<file path="src/design/mme_pkg.sv">
`timescale 1ns / 1ps
// Shared constants, types and helpers of the matrix multiply engine.
// No dependencies.
package mme_pkg;

    localparam int MAX_DIM   = 16;
    localparam int IDX_W     = 4;
    localparam int DIM_W     = 5;
    localparam int ADDR_W    = 2 * IDX_W;
    localparam int ELEM_W    = 16;
    localparam int PROD_W    = 2 * ELEM_W;
    localparam int ACC_W     = PROD_W + $clog2(MAX_DIM) + 1;
    localparam int RES_W     = 32;
    localparam int DRAIN_CYC = MAX_DIM + 3;
    localparam int DRAIN_W   = $clog2(DRAIN_CYC + 1);

    localparam logic [1:0] MODE_WR_A = 2'd0;
    localparam logic [1:0] MODE_WR_B = 2'd1;
    localparam logic [1:0] MODE_ROW  = 2'd2;

    localparam logic [1:0] REG_ROWS_A = 2'd0;
    localparam logic [1:0] REG_INNER  = 2'd1;
    localparam logic [1:0] REG_COLS_B = 2'd2;

    localparam logic [DIM_W-1:0] DIM_RESET = DIM_W'(MAX_DIM);

    // Operand moving along the cell chain.
    typedef struct packed {
        logic                     valid;
        logic [IDX_W-1:0]         k;
        logic signed [ELEM_W-1:0] a;
    } mme_link_t;

    // Broadcast control to every cell.
    typedef struct packed {
        logic                     clear;
        logic                     shift;
        logic                     b_wr;
        logic [IDX_W-1:0]         b_row;
        logic [IDX_W-1:0]         b_col;
        logic signed [ELEM_W-1:0] b_data;
    } mme_ctl_t;

    function automatic logic [DIM_W-1:0] eff_dim(input logic [DIM_W-1:0] r);
        eff_dim = (r > DIM_W'(MAX_DIM)) ? DIM_W'(MAX_DIM) : r;
    endfunction

    function automatic logic signed [RES_W-1:0] sat_res(input logic signed [ACC_W-1:0] v);
        logic signed [ACC_W-1:0] hi;
        logic signed [ACC_W-1:0] lo;
        hi = ACC_W'(2147483647);
        lo = -ACC_W'(64'sd2147483648);
        if (v > hi)
        begin
            sat_res = RES_W'(32'h7fffffff);
        end
        else if (v < lo)
        begin
            sat_res = RES_W'(32'h80000000);
        end
        else
        begin
            sat_res = v[RES_W-1:0];
        end
    endfunction

endpackage

</file>
<file path="src/design/mme_cell.sv">
`timescale 1ns / 1ps
// One multiply-accumulate cell: owns one column of B and one accumulator.
// Depends on mme_pkg.
module mme_cell
    import mme_pkg::*;
(
    input  logic                    clk,
    input  logic                    rst_n,
    input  logic [IDX_W-1:0]        col_id,
    input  mme_ctl_t                ctl,
    input  mme_link_t               link_in,
    output mme_link_t               link_out,
    input  logic signed [ACC_W-1:0] acc_in,
    output logic signed [ACC_W-1:0] acc_out
);

    logic signed [ELEM_W-1:0] b_mem_reg [MAX_DIM];
    mme_link_t                link_reg;
    logic signed [PROD_W-1:0] prod_reg;
    logic                     pv_reg;
    logic signed [ACC_W-1:0]  acc_reg;

    always_ff @(posedge clk)
    begin
        if (ctl.b_wr && ctl.b_col == col_id)
        begin
            b_mem_reg[ctl.b_row] <= ctl.b_data;
        end
        prod_reg <= link_in.a * b_mem_reg[link_in.k];
    end

    always_ff @(posedge clk or negedge rst_n)
    begin
        if (!rst_n)
        begin
            link_reg <= '0;
            pv_reg   <= 1'b0;
            acc_reg  <= '0;
        end
        else
        begin
            link_reg <= link_in;
            pv_reg   <= link_in.valid;
            if (ctl.clear)
            begin
                acc_reg <= '0;
            end
            else if (pv_reg)
            begin
                acc_reg <= acc_reg + ACC_W'(prod_reg);
            end
            else if (ctl.shift)
            begin
                acc_reg <= acc_in;
            end
        end
    end

    assign link_out = link_reg;
    assign acc_out  = acc_reg;

endmodule

</file>
<file path="config.mk">
export PLATFORM = sky130hd
export DESIGN_NAME = mme_cell
export DESIGN_NICKNAME = d
export VERILOG_FILES = /design/src/design/mme_pkg.sv /design/src/design/mme_cell.sv
export SDC_FILE = /design/constraint.sdc
export NUM_CORES = 1
export LEC_CHECK = 0
export BUFFER_PORTS_ARGS = -buffer_cell sky130_fd_sc_hd__buf_2
export CAP_MARGIN = 20
export CORE_UTILIZATION = 40
export CTS_CLUSTER_SIZE = 16
export DETAILED_ROUTE_END_ITERATION = 10
export PLACE_DENSITY_LB_ADDON = 0.05
export REMOVE_ABC_BUFFERS = 1
export SLEW_MARGIN = 20
export SYNTH_ARGS = -nofsm -noshare
export SYNTH_HDL_FRONTEND = slang
export SYNTH_SLANG_ARGS = --single-unit
</file>
<file path="constraint.sdc">
create_clock -name clk -period 6.6 [get_ports clk]
set_clock_uncertainty 0.2 [all_clocks]
set_input_delay 0.33 -clock clk [delete_from_list [all_inputs] [get_ports clk]]
set_output_delay 0.33 -clock clk [all_outputs]
set_load 0.01 [all_outputs]
</file>
==> load_flow_metrics.sql, run 1 <==
INSERT INTO impl_metrics (metric_group, metric, value, unit) VALUES
('timing', 'fin_ws', '-0.884', 'ns'),
('cts', 'clockBufferDepth', '3', ''),
('synth', 'synthArstFlopShare', '0.168', ''),
('synth', 'synthDistinctLibCells', '72', ''),
('die', 'boundaryPins', '149', ''),
('synth', 'ys_ff_latch', '346', ''),
('synth', 'syn_inst', '1981', ''),
('synth', 'synth.cell_area', '0.0246', 'mm²'),
('die', 'area_of_the_placeable_core', '0.0606', 'mm²'),
('die', 'fp.dieArea', '0.0625', 'mm²'),
('run', 'drv_cap', '0', ''),
('synth', 'synth_area_in_compound_gates', '0.0675', ''),
('cts', 'number_of_levels_the_h_tree_was_split_into', '2', ''),
('setup_path', 'crit_path_start_kind', 'flip-flop', ''),
('cts', 'cts.sinks', '346', ''),
('place', 'placed_wire_length_estimate', '45800', 'µm'),
('synth', 'synth_top_cell_by_area', 'sky130_fd_sc_hd__edfxtp_1', ''),
('die', 'initial_cell_density_of_the_core', '0.406', ''),
('routing', 'first_drt_pass_iteration_count', '4', ''),
('finish', 'final_net_count', '2836', ''),
('die', 'die_w', '250', 'µm'),
('finish', 'largest_reg_flops', '256', ''),
('place', 'buffer_ports.inserted', '148', ''),
('timing', 'fmax_achieved', '134', 'MHz'),
('synth', 'synthSimpleGateAreaFrac', '0.0975', ''),
('synth', 'yosys-mux-area-fraction', '0.0823', ''),
('cts', 'clk-insertion-delay-late', '0.58', 'ns'),
('timing', 'grt_setup_unrepaired', 'yes', ''),
('synth', 'synth_ff_type', 'sky130_fd_sc_hd__edfxtp_1', ''),
('routing', 'wl_per_cell', '19.7', 'µm'),
('finish', 'num-fill-cells', '5497', ''),
('synth', 'combinational_family_with_the_most_area_after_synthesis', 'adder cells', ''),
('cts', 'clock_tree_from_tritoncts', 'yes', ''),
('setup_path', 'critical_path_arrival', '7.71', 'ns'),
('synth', 'synth-edff-count', '256', ''),
('synth', 'fraction_of_the_mapped_netlist_area_in_adder_cells', '0.274', ''),
('finish', 'finish.utilization', '0.498', ''),
('setup_path', 'endpoint_kind', 'flip-flop', ''),
('timing', 'relSlewSlack', '0.301', ''),
('finish', 'layout_common_cells', 'sky130_fd_sc_hd__inv_1, sky130_fd_sc_hd__edfxtp_1, sky130_fd_sc_hd__fa_1', ''),
('routing', 'drt_drc_violations_left', '0', ''),
('routing', 'route.vias.total', '16000', ''),
('place', 'placed_cells_incl_taps', '3021', ''),
('cts', 'cts_buffers', '41', ''),
('timing', 'final_max_slew_viols', '0', ''),
('grt', 'first_global_vias', '17700', ''),
('synth', 'synthesized_area_per_cell', '12.4', 'µm²'),
('cts', 'clkTransAtPathRegs', '0.06', 'ns'),
('routing', 'ant_nets', '0', ''),
('status', 'failed_checks', 'setup timing', ''),
('grt', 'global_route.usage.total', '0.206', ''),
('cts', 'cts.root.buffer_cell', 'sky130_fd_sc_hd__clkbuf_16', ''),
('grt', 'grt_max_degree', '59', ''),
('timing', 'finalCritPeriodShare', '1.13', ''),
('min_path', 'min-delay-path-class', 'in -> reg', ''),
('finish', 'num_antenna_cells', '0', ''),
('grt', 'gr-total-overflow', '0', ''),
('setup_path', 'crit_fanout', '6', ''),
('die', 'placement_rows', '90', ''),
('synth', 'synth_xor_xnor_area_share', '0.0210', ''),
('timing', 'final_hold_viol_count', '0', ''),
('synth', 'synth_seq_area_share', '0.397', ''),
('timing', 'min_period', '7.48', 'ns'),
('routing', 'drt-vias-per-instance', '5.03', ''),
('synth', 'post_synth_main_area_contributors', 'sky130_fd_sc_hd__edfxtp_1, sky130_fd_sc_hd__fa_1, sky130_fd_sc_hd__mux4_2', ''),
('grt', 'grt_pass1_wl', '99800', 'µm'),
('synth', 'synthesis_warnings', '0', ''),
('setup_path', 'critPathKind', 'reg -> reg', ''),
('synth', 'yosysTopAreaCellShare', '0.312', ''),
('grt', 'initial_antenna_violation_count', '1', ''),
('finish', 'layout-area-overhead-vs-synth', '22.5', '%'),
('finish', 'finalNonFillerCells', '3176', ''),
('timing', 'slew_at_the_pin_with_the_worst_max_slew_slack', '1.04', 'ns'),
('timing', 'timing.final.setup_violations', '17', ''),
('status', 'run_status', 'finished with violations', ''),
('setup_path', 'required', '6.83', 'ns'),
('die', 'fp.dieH', '250', 'µm'),
('finish', 'commonest_non_fill_non_tap_cell_in_the_layout', 'sky130_fd_sc_hd__inv_1', ''),
('routing', 'first_iter_violations', '634', ''),
('routing', 'detail_route.wirelength', '62600', 'µm'),
('place', 'gpl.final_weighted_congestion', '0.855', ''),
('finish', 'fraction_of_layout_instances_using_a_drive_strength_above_1', '0.245', '');
==> stage by stage <==
step                      TNS [ns]  instance area [µm²]  hold slack, ns  setup WS [ns]
after global placement      -15.18                27700           0.239          -1.32
after global routing        -12.10                30100          0.0196          -1.15
after detailed placement    -16.17                27700           0.240          -1.38
after CTS                    -6.67                30000         0.00300         -0.846
after floorplan              -1.92                24300          -0.166         -0.593
final                        -7.41                30100          0.0302         -0.884
==> worst paths after layout <==
path                             startpoint           end  slack, ns  cells after the start
setup / recovery           b_mem_reg[11][4]  prod_reg[31]      -0.88                     24
max in group asynchronous             rst_n  link_out[14]       5.34                      3
hold reg to reg                 prod_reg[0]    acc_out[0]       0.41                      3
hold / removal                   acc_in[26]   acc_out[26]       0.03                      5
setup reg to reg           b_mem_reg[11][4]  prod_reg[31]      -0.88                     24
min in group asynchronous             rst_n        pv_reg       0.26                      3
==> layer usage <==
metal	global-route usage	wire [µm]	share of wire
met2	0.361	31000	0.50
met3	0.0237	1890	0.030
met1	0.273	28300	0.45
met5	0	8	0.00013
met4	0.0515	1420	0.023
==> worst max-delay path, cell delays in order (launching register included) <==
cell and delay, ns:
sky130_fd_sc_hd__edfxtp_1 0.36, sky130_fd_sc_hd__mux4_2 0.57, sky130_fd_sc_hd__mux4_2 0.64, sky130_fd_sc_hd__and2_4 0.23
sky130_fd_sc_hd__fa_1 0.53, sky130_fd_sc_hd__inv_1 0.05, sky130_fd_sc_hd__fa_1 0.45, sky130_fd_sc_hd__fa_1 0.49
sky130_fd_sc_hd__fa_1 0.56, sky130_fd_sc_hd__inv_2 0.04, sky130_fd_sc_hd__fa_1 0.48, sky130_fd_sc_hd__inv_2 0.04
sky130_fd_sc_hd__fa_1 0.49, sky130_fd_sc_hd__inv_2 0.05, sky130_fd_sc_hd__ha_4 0.21, sky130_fd_sc_hd__buf_6 0.11
sky130_fd_sc_hd__nand4_1 0.15, sky130_fd_sc_hd__buf_4 0.16, sky130_fd_sc_hd__nor4_2 0.04, sky130_fd_sc_hd__a22oi_2 0.23
sky130_fd_sc_hd__a21oi_2 0.12, sky130_fd_sc_hd__or4b_4 0.52, sky130_fd_sc_hd__a311o_1 0.31, sky130_fd_sc_hd__o31ai_2 0.21
sky130_fd_sc_hd__xnor2_1 0.10
==> area by class of cell <==
cell class	instances	area, µm²	share of cell area
Inverter	306	1150	0.0381
Clock buffer	50	1090	0.0362
Timing Repair Buffer	421	3200	0.106
Tap cell	782	978	0.0325
Multi-Input combinational cell	1248	13800	0.457
Clock inverter	23	181	0.00602
Sequential cell	346	9780	0.324
==> logic make-up (layout without fill, tap and decap cells) <==
group | after synthesis | count (layout)
AOI/OAI and AO/OA | 238 | 238
adders and majority gates | 381 | 381
muxes | 103 | 104
DFF | 346 | 346
and+or+nand+nor | 466 | 466
buffers and inverters | 388 | 800
xor gates and xnor gates | 59 | 59
==> Yosys cell counts (all sizes together) (3+ instances only) <==
library cell  number
inv              306
fa               263
edfxtp           256
and2             147
nand2            132
ha               118
mux4              79
nor2              74
dfrtp             58
clkbuf            54
a21oi             51
a211oi            43
xnor2             39
a21o              32
dfxtp             32
o21ai             30
buf               28
nor2b             20
nor3              20
xor2              20
mux2i             19
nand3             15
and3              13
nand2b            10
o21bai            10
a31oi              9
o211ai             9
nand4              8
a2111oi            7
nand3b             6
or2                6
a211o              5
mux2               5
o21a               5
a311o              4
a31o               4
o31ai              4
a311oi             3
and4               3
o311ai             3
o32ai              3
==> timing repair <==
action / 4_1_cts / 5_1_grt
endpoints found under the setup margin: 17 / 20
pin swaps: 21 / 32
hold endpoints to repair: 362 / 0
setup buffers: 11 / 6
hold buffers: 65 / 0
gates cloned: 1 / 0
gates resized for setup: 63 / 28
Power of run 1 is left out: the tool's default activity adds up to more than one toggle a clock period on the data nets, which glitch-free logic cannot reach.
==> run 2, diff against run 1 <==
--- a/config.mk
+++ b/config.mk
@@ -7,6 +7,7 @@
 export LEC_CHECK = 0
 export BUFFER_PORTS_ARGS = -buffer_cell sky130_fd_sc_hd__buf_2
 export CAP_MARGIN = 20
+export CORE_ASPECT_RATIO = 0.9
 export CORE_UTILIZATION = 40
 export CTS_CLUSTER_SIZE = 16
 export DETAILED_ROUTE_END_ITERATION = 10
==> run 2 against run 1 <==
Against the previous run:
- hold slack got worse by 0.025 ns
- first-iteration DRC count rose by 58%
- flip-flop and latch count did not move
- critical path type unchanged
- utilization rose by 0.70 points
- final cell count rose by 0.25%
- maximum frequency rose by 1.4%
- count of clock-buffer cells in the layout rose by 1
- the run still ends with setup timing left
- global-route usage rose by 1.1 points
- wire length rose by 3.7%
- final area rose by 0.93%
- die area barely moved
- critical path depth fell by 2
==> load_flow_metrics.sql, run 2 (synthesis results as in run 1) <==
INSERT INTO impl_metrics (metric_group, metric, value, unit) VALUES
('timing', 'final_hold_viol_count', '0', ''),
('timing', 'fmax_achieved', '135', 'MHz'),
('timing', 'grt_setup_unrepaired', 'yes', ''),
('timing', 'fin_ws', '-0.782', 'ns'),
('run', 'drv_cap', '0', ''),
('cts', 'cts.root.buffer_cell', 'sky130_fd_sc_hd__clkbuf_16', ''),
('routing', 'ant_nets', '0', ''),
('timing', 'final_max_slew_viols', '0', ''),
('timing', 'finalCritPeriodShare', '1.12', ''),
('grt', 'gr-total-overflow', '0', ''),
('die', 'placement_rows', '85', ''),
('routing', 'wl_per_cell', '20.4', 'µm'),
('cts', 'cts.sinks', '346', ''),
('cts', 'clkTransAtPathRegs', '0.06', 'ns'),
('status', 'failed_checks', 'setup timing', ''),
('finish', 'num-fill-cells', '5331', ''),
('min_path', 'hold_path_startpoint', 'acc_in[19]', ''),
('place', 'gpl.final_weighted_congestion', '0.849', ''),
('setup_path', 'endpoint_kind', 'flip-flop', ''),
('setup_path', 'crit_path_start_kind', 'flip-flop', ''),
('finish', 'multi_input_area', '0.0138', 'mm²'),
('setup_path', 'required', '6.86', 'ns'),
('grt', 'grt_pass1_wl', '103000', 'µm'),
('cts', 'number_of_levels_the_h_tree_was_split_into', '2', ''),
('setup_path', 'regToRegSetupSlack', '-0.78', 'ns'),
('cts', 'clockBufferDepth', '3', ''),
('finish', 'seqCellArea', '0.00978', 'mm²'),
('finish', 'finish.utilization', '0.505', ''),
('die', 'fp.dieArea', '0.0625', 'mm²'),
('finish', 'layout-area-overhead-vs-synth', '23.6', '%'),
('cts', 'clk-insertion-delay-late', '0.59', 'ns'),
('finish', 'largest_reg_flops', '256', ''),
('die', 'boundaryPins', '149', ''),
('place', 'placed_wire_length_estimate', '47600', 'µm'),
('grt', 'initial_antenna_violation_count', '1', ''),
('finish', 'commonest_non_fill_non_tap_cell_in_the_layout', 'sky130_fd_sc_hd__inv_1', ''),
('die', 'initial_cell_density_of_the_core', '0.408', ''),
('setup_path', 'critical_path_arrival', '7.64', 'ns'),
('setup_path', 'timing.critical_path.from', 'b_mem_reg[7][2]', ''),
('finish', 'num_antenna_cells', '0', ''),
('routing', 'detail_route.wirelength', '64900', 'µm'),
('setup_path', 'crit_fanout', '5', ''),
('place', 'buffer_ports.inserted', '148', ''),
('min_path', 'min-delay-path-class', 'in -> reg', ''),
('die', 'fp.dieH', '237', 'µm'),
('finish', 'fraction_of_layout_instances_using_a_drive_strength_above_1', '0.260', ''),
('finish', 'final_net_count', '2845', ''),
('cts', 'clock_tree_from_tritoncts', 'yes', ''),
('setup_path', 'r2r.worst_path.cells', '22', ''),
('finish', 'layout_common_cells', 'sky130_fd_sc_hd__inv_1, sky130_fd_sc_hd__edfxtp_1, sky130_fd_sc_hd__fa_1', ''),
('timing', 'timing.final.setup_violations', '17', ''),
('timing', 'slew_at_the_pin_with_the_worst_max_slew_slack', '0.893', 'ns'),
('setup_path', 'critPathKind', 'reg -> reg', ''),
('routing', 'route.vias.total', '16300', ''),
('status', 'run_status', 'finished with violations', ''),
('routing', 'drt-vias-per-instance', '5.13', ''),
('die', 'area_of_the_placeable_core', '0.0603', 'mm²'),
('place', 'placed_cells_incl_taps', '3028', ''),
('routing', 'drt_drc_violations_left', '0', ''),
('timing', 'minimum_hold_slack', '0.00564', 'ns'),
('timing', 'relSlewSlack', '0.403', ''),
('die', 'die_w', '263', 'µm'),
('setup_path', 'r2r_start', 'b_mem_reg[7][2]', ''),
('grt', 'global_route.usage.total', '0.217', ''),
('min_path', 'holdPathStages', '3', ''),
('routing', 'first_drt_pass_iteration_count', '5', ''),
('grt', 'grt_max_degree', '59', ''),
('finish', 'finalNonFillerCells', '3184', ''),
('grt', 'first_global_vias', '17900', ''),
('routing', 'first_iter_violations', '1003', ''),
('timing', 'min_period', '7.38', 'ns'),
('cts', 'cts_buffers', '40', '');
==> run 2: repair_timing <==
item / in CTS / in global routing
endpoints found under the setup margin: 18 / 19
cloned: 1 / 0
endpoints found under the hold margin: 361 / 0
hold buffers: 64 / 0
pin swaps: 31 / 29
buffers inserted: 13 / 9
gates resized for setup: 73 / 43
==> run 2: final cells by class <==
type                            instances  area share
Tap cell                              783      0.0322
Multi-Input combinational cell       1248       0.455
Inverter                              306      0.0378
Sequential cell                       346       0.321
Timing Repair Buffer                  431       0.108
Clock inverter                         19     0.00962
Clock buffer                           51      0.0356
==> run 2: per-layer routing <==
layer	part of all wire	routed length, µm	GRT usage
met1	0.47	30200	0.305
met2	0.48	31200	0.362
met3	0.039	2510	0.0259
met4	0.016	1030	0.0464
met5	0	0	0
==> run 2: final timing paths <==
kind / to
max in group asynchronous: link_out[9]
min: acc_out[19]
min reg2reg: acc_out[0]
min in group asynchronous: pv_reg
max: prod_reg[31]
max reg2reg: prod_reg[31]
==> run 2: through the flow <==
step / setup slack [ns] / TNS (ns) / cell area (µm²)
after floorplan: -0.593 / -1.92 / 24300
after global placement: -1.36 / -16.38 / 27700
after detailed placement: -1.43 / -16.79 / 27700
after CTS: -0.821 / -6.30 / 30200
after global routing: -1.02 / -11.32 / 30400
final: -0.782 / -6.03 / 30400
==> run 2: worst max-delay path: stages, from the launching register on <==
cell and delay (ns):
sky130_fd_sc_hd__edfxtp_1 0.38, sky130_fd_sc_hd__mux4_2 0.49, sky130_fd_sc_hd__mux4_2 0.58, sky130_fd_sc_hd__and2_4 0.21
sky130_fd_sc_hd__inv_1 0.07, sky130_fd_sc_hd__fa_1 0.44, sky130_fd_sc_hd__inv_2 0.15, sky130_fd_sc_hd__fa_1 0.47
sky130_fd_sc_hd__fa_1 0.48, sky130_fd_sc_hd__fa_1 0.50, sky130_fd_sc_hd__fa_1 0.49, sky130_fd_sc_hd__inv_1 0.05
sky130_fd_sc_hd__fa_1 0.47, sky130_fd_sc_hd__inv_1 0.04, sky130_fd_sc_hd__ha_1 0.28, sky130_fd_sc_hd__and3_1 0.17
sky130_fd_sc_hd__a22o_1 0.27, sky130_fd_sc_hd__nor4b_2 0.29, sky130_fd_sc_hd__a21oi_2 0.11, sky130_fd_sc_hd__or4b_4 0.51
sky130_fd_sc_hd__a311o_1 0.32, sky130_fd_sc_hd__o31ai_2 0.21, sky130_fd_sc_hd__xnor2_1 0.10
Power of run 2 is left out for the same reason.
==> run 3, diff against run 2 <==
--- a/config.mk
+++ b/config.mk
@@ -7,6 +7,8 @@
 export LEC_CHECK = 0
 export BUFFER_PORTS_ARGS = -buffer_cell sky130_fd_sc_hd__buf_2
 export CAP_MARGIN = 20
+export CELL_PAD_IN_SITES_DETAIL_PLACEMENT = 1
+export CELL_PAD_IN_SITES_GLOBAL_PLACEMENT = 2
 export CORE_ASPECT_RATIO = 0.9
 export CORE_UTILIZATION = 40
 export CTS_CLUSTER_SIZE = 16
==> constraint.sdc (replaced) <==
create_clock -name clk -period 9 [get_ports clk]
set_clock_uncertainty 0.2 [all_clocks]
set_input_delay 0.45 -clock clk [delete_from_list [all_inputs] [get_ports clk]]
set_output_delay 0.45 -clock clk [all_outputs]
set_load 0.01 [all_outputs]
==> run 3 against run 2 <==
Against the previous run:
- the run now ends clean
- first-iteration DRC count decreased by 22%
- global-route usage increased by 0.24 points
- register-to-register slack improved by 1.9 ns
- non-clock buffer count decreased by 238
- critical path type is now in -> reg
==> load_flow_metrics.sql, run 3 (synthesis results as in run 1) <==
INSERT INTO impl_metrics (metric_group, metric, value, unit) VALUES
('setup_path', 'worst_r2r_endpoint', 'prod_reg[31]', ''),
('setup_path', 'path_delay_family', 'adder cells', ''),
('cts', 'number_of_levels_the_h_tree_was_split_into', '2', ''),
('setup_path', 'required', '9.24', 'ns'),
('setup_path', 'crit_fanout', '22', ''),
('place', 'placed_wire_length_estimate', '48500', 'µm'),
('cts', 'clock_tree_from_tritoncts', 'yes', ''),
('cts', 'clockBufferDepth', '3', ''),
('min_path', 'min-delay-path-class', 'in -> reg', ''),
('finish', 'layout-area-overhead-vs-synth', '12.7', '%'),
('routing', 'first_iter_violations', '783', ''),
('setup_path', 'r2r.worst_path.cells', '22', ''),
('timing', 'relSlewSlack', '0.417', ''),
('setup_path', 'timing.critical_path.from', 'link_in[16]', ''),
('cts', 'post_cts_hold_buffer_count', '7', ''),
('setup_path', 'critPathKind', 'in -> reg', ''),
('finish', 'layout_common_cells', 'sky130_fd_sc_hd__inv_1, sky130_fd_sc_hd__fa_1, sky130_fd_sc_hd__edfxtp_1', ''),
('setup_path', 'crit_path_max_incr_delay', '0.67', 'ns'),
('grt', 'global_route.usage.total', '0.220', ''),
('grt', 'gr-total-overflow', '0', ''),
('setup_path', 'path_buf_inv', '6', ''),
('setup_path', 'regToRegSetupSlack', '1.13', 'ns'),
('finish', 'fraction_of_layout_instances_using_a_drive_strength_above_1', '0.162', ''),
('routing', 'ant_nets', '0', ''),
('finish', 'multi_input_area', '0.0134', 'mm²'),
('timing', 'final_hold_viol_count', '0', ''),
('routing', 'drt-vias-per-instance', '5.29', ''),
('cts', 'clkTransAtPathRegs', '0.05', 'ns'),
('setup_path', 'worstSetupPathDepth', '24', ''),
('finish', 'final_net_count', '2606', ''),
('setup_path', 'crit_path_start_kind', 'primary input', ''),
('cts', 'clk-insertion-delay-late', '0.58', 'ns'),
('setup_path', 'endpoint_kind', 'flip-flop', ''),
('cts', 'cts_repair_resize_count', '0', ''),
('grt', 'first_global_vias', '17800', ''),
('finish', 'seqCellArea', '0.00978', 'mm²'),
('cts', 'cts_setup_buffers', '0', ''),
('timing', 'finalCritPeriodShare', '0.887', ''),
('die', 'fp.dieH', '237', 'µm'),
('die', 'area_of_the_placeable_core', '0.0603', 'mm²'),
('routing', 'drt_drc_violations_left', '0', ''),
('routing', 'first_drt_pass_iteration_count', '5', ''),
('finish', 'num-fill-cells', '6323', ''),
('min_path', 'holdPathStages', '3', ''),
('cts', 'cts_buffers', '40', ''),
('timing', 'slew_at_the_pin_with_the_worst_max_slew_slack', '0.875', 'ns'),
('timing', 'grt_setup_unrepaired', 'no', ''),
('setup_path', 'timing.critical_path.slowest_stage_cell', 'sky130_fd_sc_hd__mux4_2', ''),
('run', 'drv_cap', '0', ''),
('setup_path', 'crit_top_cell', 'sky130_fd_sc_hd__fa_1', ''),
('die', 'placement_rows', '85', ''),
('finish', 'largest_reg_flops', '256', ''),
('routing', 'detail_route.wirelength', '65300', 'µm'),
('min_path', 'hold_end', 'acc_out[33]', ''),
('grt', 'grt_max_degree', '59', ''),
('place', 'gpl.final_weighted_congestion', '0.810', ''),
('setup_path', 'critical_path_arrival', '8.23', 'ns'),
('timing', 'setup_tns_after_final_layout', '0', 'ns'),
('place', 'buffer_ports.inserted', '148', ''),
('die', 'boundaryPins', '149', ''),
('die', 'initial_cell_density_of_the_core', '0.408', ''),
('min_path', 'hold_path_startpoint', 'acc_in[33]', ''),
('die', 'die_w', '263', 'µm'),
('grt', 'initial_antenna_violation_count', '2', ''),
('timing', 'min_period', '7.99', 'ns'),
('routing', 'route.vias.total', '15600', ''),
('cts', 'cts.root.buffer_cell', 'sky130_fd_sc_hd__clkbuf_16', ''),
('status', 'run_status', 'completed', ''),
('die', 'fp.dieArea', '0.0625', 'mm²'),
('finish', 'commonest_non_fill_non_tap_cell_in_the_layout', 'sky130_fd_sc_hd__inv_1', ''),
('timing', 'final_max_slew_viols', '0', ''),
('cts', 'cts.sinks', '346', ''),
('grt', 'grt_pass1_wl', '105000', 'µm'),
('timing', 'fmax_achieved', '125', 'MHz'),
('routing', 'wl_per_cell', '22.1', 'µm'),
('setup_path', 'r2r_start', 'b_mem_reg[12][2]', ''),
('setup_path', 'path_cells', 'buf_4, buf_12, mux4_2, mux4_2, and2_1, fa_1, inv_1, fa_1, fa_1, fa_1, inv_1, fa_1, inv_1, fa_1, inv_1, ha_1, o21ai_0, o21bai_1, a22oi_1, a21oi_1, or4b_1, a311o_1, o31ai_2, xnor2_1', ''),
('timing', 'timing.final.setup_violations', '0', '');
run 3: worst register-to-register path, delay by kind of cell, from the launching register on:
family / cells / cell delay, ns
fa+ha+maj: 7 / 3.28
xor+xnor: 1 / 0.10
mux: 2 / 1.15
compound gates: 5 / 1.18
buf+inv: 4 / 0.42
simple gates: 3 / 1.05
flops: 1 / 0.37
run 3: worst max-delay path by stage:
stage / to / slack (ns)
floorplan: prod_reg[31] / 1.69
global route: prod_reg[22] / 0.65
finish: prod_reg[31] / 1.01
detailed placement: prod_reg[31] / 0.44
global placement: prod_reg[31] / 0.46
CTS: prod_reg[31] / 1.04
run 3: metal layers:
metal	up-vias	GRT usage	routed length, µm
met1	8238	0.311	30400
li1	7043	-	-
met5	-	0	0
met3	64	0.0252	2410
met2	267	0.363	31500
met4	0	0.0487	1000
run 3: final cells by class:
type                            instances  share of cell area
Antenna cell                            1           0.0000903
Clock buffer                           51              0.0387
Clock inverter                         23             0.00848
Inverter                              306              0.0414
Multi-Input combinational cell       1247               0.483
Sequential cell                       346               0.353
Tap cell                              783              0.0353
Timing Repair Buffer                  193              0.0405
run 3: per-stage QoR:
| step | std cells | instance area (µm²) | hold slack [ns] | util | setup WS (ns) |
|---|---|---|---|---|---|
| floorplan | 1899 | 24300 | -0.0456 | - | 1.69 |
| global placement | 2867 | 26300 | 0.364 | 0.436 | 0.461 |
| detailed placement | 2868 | 26300 | 0.365 | 0.437 | 0.444 |
| CTS | 2949 | 27700 | 0.00106 | 0.459 | 1.04 |
| global route | 2949 | 27700 | 0.0260 | 0.460 | 0.645 |
| finish | 2950 | 27700 | 0.0230 | 0.460 | 1.01 |
Power of run 3 is left out for the same reason.
